--- src/rtl/core/assert_macros.svh ---
// Assertion helpers used by the RTL.
`ifndef ASSERT_MACROS_SVH
`define ASSERT_MACROS_SVH

// Checked on every rising edge outside of reset.
`define CHK_ASSERT(lbl, clk, rst, prop, msg) \
  lbl: assert property (@(posedge clk) disable iff (rst) prop) else $error(msg);

// Checked on every rising edge, reset included.
`define CHK_ASSERT_ALWAYS(lbl, clk, prop, msg) \
  lbl: assert property (@(posedge clk) prop) else $error(msg);

`endif

--- src/rtl/core/bpit_pkg.sv ---
`default_nettype none

package bpit_pkg;

  localparam int PACKET_LENGTH  = 32;
  localparam int BUFFER_PACKETS = 4;
  localparam int CAPACITY       = PACKET_LENGTH * BUFFER_PACKETS;

  localparam int SLOT_W = (CAPACITY > 1) ? $clog2(CAPACITY) : 1;
  localparam int FILL_W = 8;
  localparam int CNT_W  = $clog2(PACKET_LENGTH + 1);
  localparam int TMO_W  = 16;

  localparam logic [TMO_W-1:0]  TIMEOUT_RESET = TMO_W'(100);
  localparam logic [FILL_W-1:0] FILL_CAP      = FILL_W'(CAPACITY);
  localparam logic [FILL_W-1:0] FILL_PKT      = FILL_W'(PACKET_LENGTH);
  localparam logic [SLOT_W-1:0] SLOT_LAST     = SLOT_W'(CAPACITY - 1);
  localparam logic [CNT_W-1:0]  PKT_CNT       = CNT_W'(PACKET_LENGTH);

  localparam logic [1:0] ACT_BYTE = 2'd0;
  localparam logic [1:0] ACT_TICK = 2'd1;
  localparam logic [1:0] ACT_READ = 2'd2;

  typedef enum logic [2:0] {
    ST_ACCEPTED  = 3'd0,
    ST_DROPPED   = 3'd1,
    ST_NO_FLUSH  = 3'd2,
    ST_FLUSHED   = 3'd3,
    ST_PKT_BYTE  = 3'd4,
    ST_NOT_READY = 3'd5
  } status_t;

  typedef struct packed {
    logic byte_wr;
    logic tick;
    logic not_ready;
    logic mem_rd;
    logic pkt_load;
    logic pkt_last;
  } cmd_t;

endpackage

`default_nettype wire

--- src/rtl/core/bpit_dp.sv ---
`default_nettype none

module bpit_dp (
  input  wire logic                          clk,
  input  wire logic                          rst,
  input  wire bpit_pkg::cmd_t                cmd,
  input  wire logic [7:0]                    rx_byte,
  input  wire logic                          cfg_we,
  input  wire logic [bpit_pkg::TMO_W-1:0]    cfg_wdata,
  output logic                               fill_ge_pkt,
  output bpit_pkg::status_t                  out_status,
  output logic [7:0]                         out_byte,
  output logic                               out_last,
  output logic                               out_pkt_ready,
  output logic [bpit_pkg::FILL_W-1:0]        out_held
);

  logic [7:0]                   mem [bpit_pkg::CAPACITY];
  logic [7:0]                   rdata;
  logic [bpit_pkg::SLOT_W-1:0]  write_slot, write_slot_next;
  logic [bpit_pkg::SLOT_W-1:0]  read_slot;
  logic [bpit_pkg::FILL_W-1:0]  fill_level, fill_level_next;
  logic [bpit_pkg::TMO_W-1:0]   idle_count, idle_count_next;
  logic [bpit_pkg::TMO_W-1:0]   timeout_ticks;
  logic [bpit_pkg::TMO_W-1:0]   idle_inc;
  logic                         full, flush, do_write, load;
  bpit_pkg::status_t            status_next;

  function automatic logic [bpit_pkg::SLOT_W-1:0] slot_inc(
    input logic [bpit_pkg::SLOT_W-1:0] s
  );
    return (s == bpit_pkg::SLOT_LAST) ? '0 : s + 1'b1;
  endfunction

  assign full        = (fill_level >= bpit_pkg::FILL_CAP);
  assign fill_ge_pkt = (fill_level >= bpit_pkg::FILL_PKT);
  assign idle_inc    = (idle_count == '1) ? idle_count : idle_count + 1'b1;
  assign flush       = (fill_level != '0) && (idle_inc > timeout_ticks);
  assign do_write    = cmd.byte_wr && !full;
  assign load        = cmd.byte_wr || cmd.tick || cmd.not_ready || cmd.pkt_load;

  always_comb begin
    write_slot_next = write_slot;
    fill_level_next = fill_level;
    idle_count_next = idle_count;
    status_next     = bpit_pkg::ST_NOT_READY;
    if (cmd.byte_wr) begin
      if (full) begin
        status_next = bpit_pkg::ST_DROPPED;
      end else begin
        status_next     = bpit_pkg::ST_ACCEPTED;
        write_slot_next = slot_inc(write_slot);
        fill_level_next = fill_level + 1'b1;
        idle_count_next = '0;
      end
    end else if (cmd.tick) begin
      if (flush) begin
        status_next     = bpit_pkg::ST_FLUSHED;
        write_slot_next = '0;
        fill_level_next = '0;
        idle_count_next = '0;
      end else begin
        status_next     = bpit_pkg::ST_NO_FLUSH;
        idle_count_next = idle_inc;
      end
    end else if (cmd.pkt_load) begin
      status_next     = bpit_pkg::ST_PKT_BYTE;
      fill_level_next = fill_level - 1'b1;
    end
  end

  always_ff @(posedge clk) begin
    if (do_write) begin
      mem[write_slot] <= rx_byte;
    end
    if (cmd.mem_rd) begin
      rdata <= mem[read_slot];
    end
  end

  always_ff @(posedge clk) begin
    if (rst) begin
      write_slot    <= '0;
      read_slot     <= '0;
      fill_level    <= '0;
      idle_count    <= '0;
      timeout_ticks <= bpit_pkg::TIMEOUT_RESET;
    end else begin
      write_slot <= write_slot_next;
      fill_level <= fill_level_next;
      idle_count <= idle_count_next;
      if (cmd.tick && flush) begin
        read_slot <= '0;
      end else if (cmd.mem_rd) begin
        read_slot <= slot_inc(read_slot);
      end
      if (cfg_we) begin
        timeout_ticks <= cfg_wdata;
      end
    end
  end

  // Result register
  always_ff @(posedge clk) begin
    if (load) begin
      out_status    <= status_next;
      out_byte      <= cmd.pkt_load ? rdata : 8'd0;
      out_last      <= cmd.pkt_load ? cmd.pkt_last : 1'b1;
      out_pkt_ready <= (fill_level_next >= bpit_pkg::FILL_PKT);
      out_held      <= fill_level_next;
    end
  end

endmodule

`default_nettype wire

--- src/rtl/core/bpit_ctrl.sv ---
`default_nettype none

module bpit_ctrl (
  input  wire logic            clk,
  input  wire logic            rst,
  input  wire logic            in_valid,
  input  wire logic [1:0]      in_action,
  output logic                 in_ready,
  output logic                 out_valid,
  input  wire logic            out_ready,
  input  wire logic            fill_ge_pkt,
  output bpit_pkg::cmd_t       cmd,
  output logic                 busy
);

  typedef enum logic [1:0] {
    S_IDLE   = 2'b01,
    S_STREAM = 2'b10
  } state_t;

  state_t                      state, state_next;
  logic [bpit_pkg::CNT_W-1:0]  issue_left, issue_left_next;
  logic [bpit_pkg::CNT_W-1:0]  load_left, load_left_next;
  logic                        pending, pending_next;
  logic                        out_valid_next;
  logic                        out_free, accept, any_load;

  assign out_free = !out_valid || out_ready;
  assign in_ready = (state == S_IDLE) && out_free;
  assign accept   = in_valid && in_ready;
  assign busy     = (state == S_STREAM);
  assign any_load = cmd.byte_wr || cmd.tick || cmd.not_ready || cmd.pkt_load;

  always_comb begin
    state_next      = state;
    issue_left_next = issue_left;
    load_left_next  = load_left;
    pending_next    = pending;
    cmd             = '0;
    unique case (state)
      S_IDLE: begin
        if (accept) begin
          priority case (in_action)
            bpit_pkg::ACT_BYTE: cmd.byte_wr = 1'b1;
            bpit_pkg::ACT_TICK: cmd.tick    = 1'b1;
            bpit_pkg::ACT_READ: begin
              if (fill_ge_pkt) begin
                state_next      = S_STREAM;
                issue_left_next = bpit_pkg::PKT_CNT;
                load_left_next  = bpit_pkg::PKT_CNT;
                pending_next    = 1'b0;
              end else begin
                cmd.not_ready = 1'b1;
              end
            end
            default: ;
          endcase
        end
      end
      S_STREAM: begin
        cmd.pkt_load = pending && out_free;
        cmd.pkt_last = (load_left == bpit_pkg::CNT_W'(1));
        cmd.mem_rd   = (issue_left != '0) && (!pending || cmd.pkt_load);
        if (cmd.mem_rd) begin
          issue_left_next = issue_left - 1'b1;
          pending_next    = 1'b1;
        end else if (cmd.pkt_load) begin
          pending_next = 1'b0;
        end
        if (cmd.pkt_load) begin
          load_left_next = load_left - 1'b1;
          if (cmd.pkt_last) begin
            state_next = S_IDLE;
          end
        end
      end
      default: state_next = S_IDLE;
    endcase
  end

  assign out_valid_next = any_load ? 1'b1 : (out_ready ? 1'b0 : out_valid);

  always_ff @(posedge clk) begin
    if (rst) begin
      state      <= S_IDLE;
      issue_left <= '0;
      load_left  <= '0;
      pending    <= 1'b0;
      out_valid  <= 1'b0;
    end else begin
      state      <= state_next;
      issue_left <= issue_left_next;
      load_left  <= load_left_next;
      pending    <= pending_next;
      out_valid  <= out_valid_next;
    end
  end

endmodule

`default_nettype wire

--- src/rtl/core/byte_packetizer_idle_timeout.sv ---
// Byte packetizer with idle timeout.
// Slave stream: tuser carries the action (received byte, time tick, read
// one packet), tdata the received byte. Master stream: one transaction per
// result; tuser is the status, tlast marks the final result of an input,
// tdata carries the packet byte, the packet-ready flag and the held count.
// cfg_we/cfg_wdata write the idle timeout in ticks (reset value 100);
// write it only while the block is idle.
// A byte or tick gives one result, registered in the cycle after acceptance.
// A read with a full packet held streams PACKET_LENGTH bytes: the first
// passes the state, byte-store read and result registers, then one per
// cycle follows while the receiver takes them, paced by the single read
// port of the byte store; a read with less held gives one not-ready result.
// Input is accepted one transaction per cycle whenever the result register
// is empty or being drained; s_axis_tready stays low while a packet streams.
// If the receiver stalls, the result register holds and input backs up.
// Reset (synchronous) empties the buffer, clears the idle count and
// restores the timeout; the byte store itself is not cleared.
`default_nettype none

`include "assert_macros.svh"

module byte_packetizer_idle_timeout (
  input  wire logic        clk,
  input  wire logic        rst,
  input  wire logic        s_axis_tvalid,
  output logic             s_axis_tready,
  input  wire logic [7:0]  s_axis_tdata,   // [7:0] rx_byte
  input  wire logic [1:0]  s_axis_tuser,   // [1:0] action
  output logic             m_axis_tvalid,
  input  wire logic        m_axis_tready,
  output logic [23:0]      m_axis_tdata,   // [7:0] out_byte, [8] packet_ready,
                                           // [16:9] held_count, [23:17] zero
  output logic [2:0]       m_axis_tuser,   // [2:0] status
  output logic             m_axis_tlast,
  input  wire logic        cfg_we,
  input  wire logic [15:0] cfg_wdata
);

  bpit_pkg::cmd_t                 cmd;
  bpit_pkg::status_t              out_status;
  logic [7:0]                     out_byte;
  logic                           out_pkt_ready;
  logic [bpit_pkg::FILL_W-1:0]    out_held;
  logic                           fill_ge_pkt;
  logic                           busy;

  bpit_ctrl u_ctrl (
    .clk         (clk),
    .rst         (rst),
    .in_valid    (s_axis_tvalid),
    .in_action   (s_axis_tuser),
    .in_ready    (s_axis_tready),
    .out_valid   (m_axis_tvalid),
    .out_ready   (m_axis_tready),
    .fill_ge_pkt (fill_ge_pkt),
    .cmd         (cmd),
    .busy        (busy)
  );

  bpit_dp u_dp (
    .clk           (clk),
    .rst           (rst),
    .cmd           (cmd),
    .rx_byte       (s_axis_tdata),
    .cfg_we        (cfg_we),
    .cfg_wdata     (cfg_wdata),
    .fill_ge_pkt   (fill_ge_pkt),
    .out_status    (out_status),
    .out_byte      (out_byte),
    .out_last      (m_axis_tlast),
    .out_pkt_ready (out_pkt_ready),
    .out_held      (out_held)
  );

  assign m_axis_tuser = out_status;
  assign m_axis_tdata = {7'd0, out_held, out_pkt_ready, out_byte};

  `CHK_ASSERT(a_no_input_while_streaming, clk, rst, busy |-> !s_axis_tready, "input taken during packet")
  `CHK_ASSERT(a_single_op, clk, rst, $onehot0({cmd.byte_wr, cmd.tick, cmd.not_ready, cmd.pkt_load}), "overlapping operations")
  `CHK_ASSERT(a_held_in_range, clk, rst, m_axis_tvalid |-> (out_held <= bpit_pkg::FILL_CAP), "held count beyond capacity")
  `CHK_ASSERT(a_last_ends_stream, clk, rst, (cmd.pkt_load && cmd.pkt_last) |=> !busy, "stream continues after last byte")

endmodule

`default_nettype wire

--- config.mk ---
export PLATFORM = sky130hd
export DESIGN_NAME = byte_packetizer_idle_timeout
export DESIGN_NICKNAME = d
export VERILOG_FILES = /design/src/rtl/core/bpit_pkg.sv /design/src/rtl/core/bpit_dp.sv /design/src/rtl/core/bpit_ctrl.sv /design/src/rtl/core/byte_packetizer_idle_timeout.sv
export VERILOG_INCLUDE_DIRS = /design/src /design/src/rtl/core
export SDC_FILE = /design/constraint.sdc
export NUM_CORES = 1
export LEC_CHECK = 0
export BUFFER_PORTS_ARGS = -buffer_cell sky130_fd_sc_hd__buf_4
export CORE_MARGIN = 2
export CORE_UTILIZATION = 43
export DETAILED_ROUTE_END_ITERATION = 10
export SKIP_LAST_GASP = 1
export SYNTH_ARGS = -nofsm -noshare
export SYNTH_HDL_FRONTEND = slang
export SYNTH_SLANG_ARGS = --single-unit
--- constraint.sdc ---
create_clock -name clk -period 5.7 [get_ports clk]
set_input_delay 0.57 -clock clk [delete_from_list [all_inputs] [get_ports clk]]
set_output_delay 0.57 -clock clk [all_outputs]
set_load 0.02 [all_outputs]
==> results.md <==
* R2r setup slk at 1.33 ns
* CP max FO at 19
* Final hold violation count at 0
* Synth Area per Inst at 19.2 sq um
* DR iter-0 viols at 2,796
* Worst EP arrival at 4.94 ns
* Worst r2r path cells at 13
* RSZ-0062 raised after global routing: no
* Period minus WS final at 4.37 ns
* Antenna viol nets, final at 0
* CTS buffer count at 113
* Die height at 327 um
* Ports at 61
* Critical path startpoint category: flop
* EDFF count, synth at approximately 1,100
* Worst Path Required at 6.27 ns
* Final Max Tran Viols at 0
* Global-route wire length before repair at around 160,000 um
* Vias in the first global route at 23,400
* Full die area at 107,000 sq um
* DR vias at 23,000
* Layout cell share with drive strength beyond 1 at 0.221
* Combinational share of power at 0.046
* Worst relative slew slack at 0.258
* GPL Wtd Cong at between 0.8 and 0.9
* # resized after CTS at 0
* Postcts setup bufs at 0
* Drt first pass iters at 6
* CP Class: reg2reg
* CTS tree: yes
* Ys async rst share at 0
* Die width at approximately 330 um
* Synthesized area at about 45,000 sq um
* Register area share after synthesis at 0.736
* Fmax at 229 MHz
* Leakage at 15.6 nW
* Synth top area share at 0.705
* DRT Wirelength at 109,000 um
* Peak supply drop at 0.244 mV
* Top cells by area, synth: edfxtp_1, mux4_2, dfxtp_1
* Row cnt at approximately 120
* Hold Crit Class: in2reg
* Placed instance area at 46,600 sq um
* Crit. End Element: flop
* Nets at approximately 2,500
* Avg Vias per Cell at around 6
* Skew final at 0.0245 ns
* Max H-tree Level at 3
* Setup violators final at 0
* Worst r2r src: u_dp.idle_count[7]$_SDFFE_PP0P_
* Syn Inst Count at 2,340
* CP endpoint: u_dp.read_slot[3]$_SDFFE_PP0P_
* DP HPWL at approximately 66,000 um
* DR WL/cell at 27.9 um
* Max cap viols at 0
* Deepest clock path buffer count at 3
* # port buffers at between 50 and 60
* DRC at 0
* Synth unique cells at 70
* Synth warnings at 0
* Global route overflow at 0
* Setup_tns at 0 ns
* Worst-Margin Slew at 1.11 ns
* Post-route design area at 50,400 sq um
* Synth area leader: edfxtp_1
* NetSw at 3.64 mW
* CTS clk-pin slew, worst paths at 0.06 ns
* Cts hold-fix bufs at 0
* Core area at around 100,000 sq um
* Int Pwr at 13.8 mW
* Switching share of power at 0.209
* Part of the power in registers at 0.525
* Critical Path Source: u_dp.idle_count[7]$_SDFFE_PP0P_
* Clock sink count at between 1,000 and 1,500
* Largest net degree at the start of global routing at 117
* Initial antenna violation count at 0
* Clock root buffer: clkbuf_16
* Area growth from synthesis to layout at 12.4%
* Post-synth top flop: edfxtp_1
* Most frequent cells in the layout: edfxtp_1, mux4_2, nor2_1
* Filler cells at 8,329
* Commonest non-fill, non-tap cell in the layout: edfxtp_1
* Final period util at 0.766
* Pwr/cell area at ~350 nW/um^2
* Clk_lat worst skew at 0.69 ns
* Worst R2R End: u_dp.read_slot[3]$_SDFFE_PP0P_
* Synth Register Bits at 1,123
* Status: finished clean
* Hold Slack at between 0.1 and 0.15 ns
* Aggregate global-route resource usage at 0.203
* Initial Utilization at 0.433
* Clock power frac at 0.430
## sequential cells by signal, indices dropped and copies added, names as in the netlist
signal and count:
u_ctrl.issue_left 6, u_ctrl.load_left 6, u_ctrl.out_valid 1, u_ctrl.pending 1, u_ctrl.state 2, u_dp.fill_level 8
u_dp.idle_count 16, u_dp.mem 1024, u_dp.out_byte 8, u_dp.out_held 8, u_dp.out_last 1, u_dp.out_pkt_ready 1
u_dp.out_status 3, u_dp.rdata 8, u_dp.read_slot 7, u_dp.timeout_ticks 16, u_dp.write_slot 7
## Yosys cell counts, types with 29 or more instances
master / n
a21oi_1: 40
buf_2: 29
clkbuf_1: 54
dfxtp_1: 70
edfxtp_1: 1053
inv_1: 38
mux2i_1: 49
mux4_2: 280
nand2_1: 79
nand3_1: 42
nor2_1: 193
nor3_1: 30
o22ai_1: 31
## cells by family after synthesis
| kind of cell | count (synthesis) | synth area share |
|---|---|---|
| AND/OR/NAND/NOR | 463 | 0.0483 |
| multiplexers | 336 | 0.153 |
| flip-flops | 1123 | 0.736 |
| adder cells (fa/ha/maj) | 27 | 0.00753 |
| buffers and inverters | 171 | 0.0193 |
| other | 1 | 0.0000836 |
| AO/OA/AOI/OAI | 197 | 0.0307 |
| XOR/XNOR | 22 | 0.00430 |
## stage by stage
step	power [mW]	setup WS (ns)	cells	util
3_3_place_gp	10.1	1.51	3684	0.451
4_1_cts	17.6	1.38	3888	0.487
5_1_grt	18.0	1.04	3888	0.487
6_report	17.4	1.33	3889	0.487
3_5_place_dp	10.1	1.42	3684	0.451
2_1_floorplan	9.78	2.16	2346	-
## worst max-delay path, stage by stage (launching register included)
cell      delay, ns
dfxtp_1        0.44
and4_1         0.32
nand3_1        0.15
nor3_1         0.22
buf_4          0.25
nor3_1         0.08
xor2_1         0.17
ha_1           0.31
a21oi_1        0.14
nor3_1         0.06
a2111o_1       0.44
o31ai_4        0.84
nor2_1         0.43
nor4_1         0.41
## cell type report
class	instances	area, sq um	area share
sequential	1123	33000	0.656
tap	1380	1730	0.0343
clock buffer	130	2930	0.0582
inverter	41	154	0.00305
multi-input combinational	1052	11000	0.218
antenna	1	2.50	0.0000497
timing repair buffer	88	736	0.0146
clock inverter	74	798	0.0158
## worst min-delay path by stage
stage                                      startpoint                            endpoint  slack (ns)  cells after the start
floorplan           u_ctrl.issue_left[2]$_SDFFE_PP0P_   u_ctrl.issue_left[2]$_SDFFE_PP0P_        0.45                      2
global placement    u_ctrl.issue_left[2]$_SDFFE_PP0P_   u_ctrl.issue_left[2]$_SDFFE_PP0P_        0.47                      2
detailed placement  u_ctrl.issue_left[2]$_SDFFE_PP0P_   u_ctrl.issue_left[2]$_SDFFE_PP0P_        0.48                      2
CTS                                      cfg_wdata[6]  u_dp.timeout_ticks[6]$_SDFFE_PP1P_        0.09                      3
global route                             cfg_wdata[2]  u_dp.timeout_ticks[2]$_SDFFE_PP1P_        0.12                      3
finish                                   cfg_wdata[6]  u_dp.timeout_ticks[6]$_SDFFE_PP1P_        0.12                      3
## power by group through the flow
stage	combinational, mW	clock (mW)	sequential (mW)
6_report	0.801	7.49	9.15
3_3_place_gp	0.786	0	9.32
2_1_floorplan	0.445	0	9.33
4_1_cts	0.808	7.61	9.15
5_1_grt	0.876	7.94	9.15
3_5_place_dp	0.805	0	9.32
## layer usage
metal  global-route usage  routed length, um  share of wire  vias to the layer above
li1                     -                  -              -                     9725
met1                0.285              44700           0.41                    12100
met2                0.325              52400           0.48                     1004
met3               0.0391               8590          0.079                      173
met4               0.0595               2760          0.025                        0
met5                    0                  0              0                        -
(Power assumes the default switching activity.)
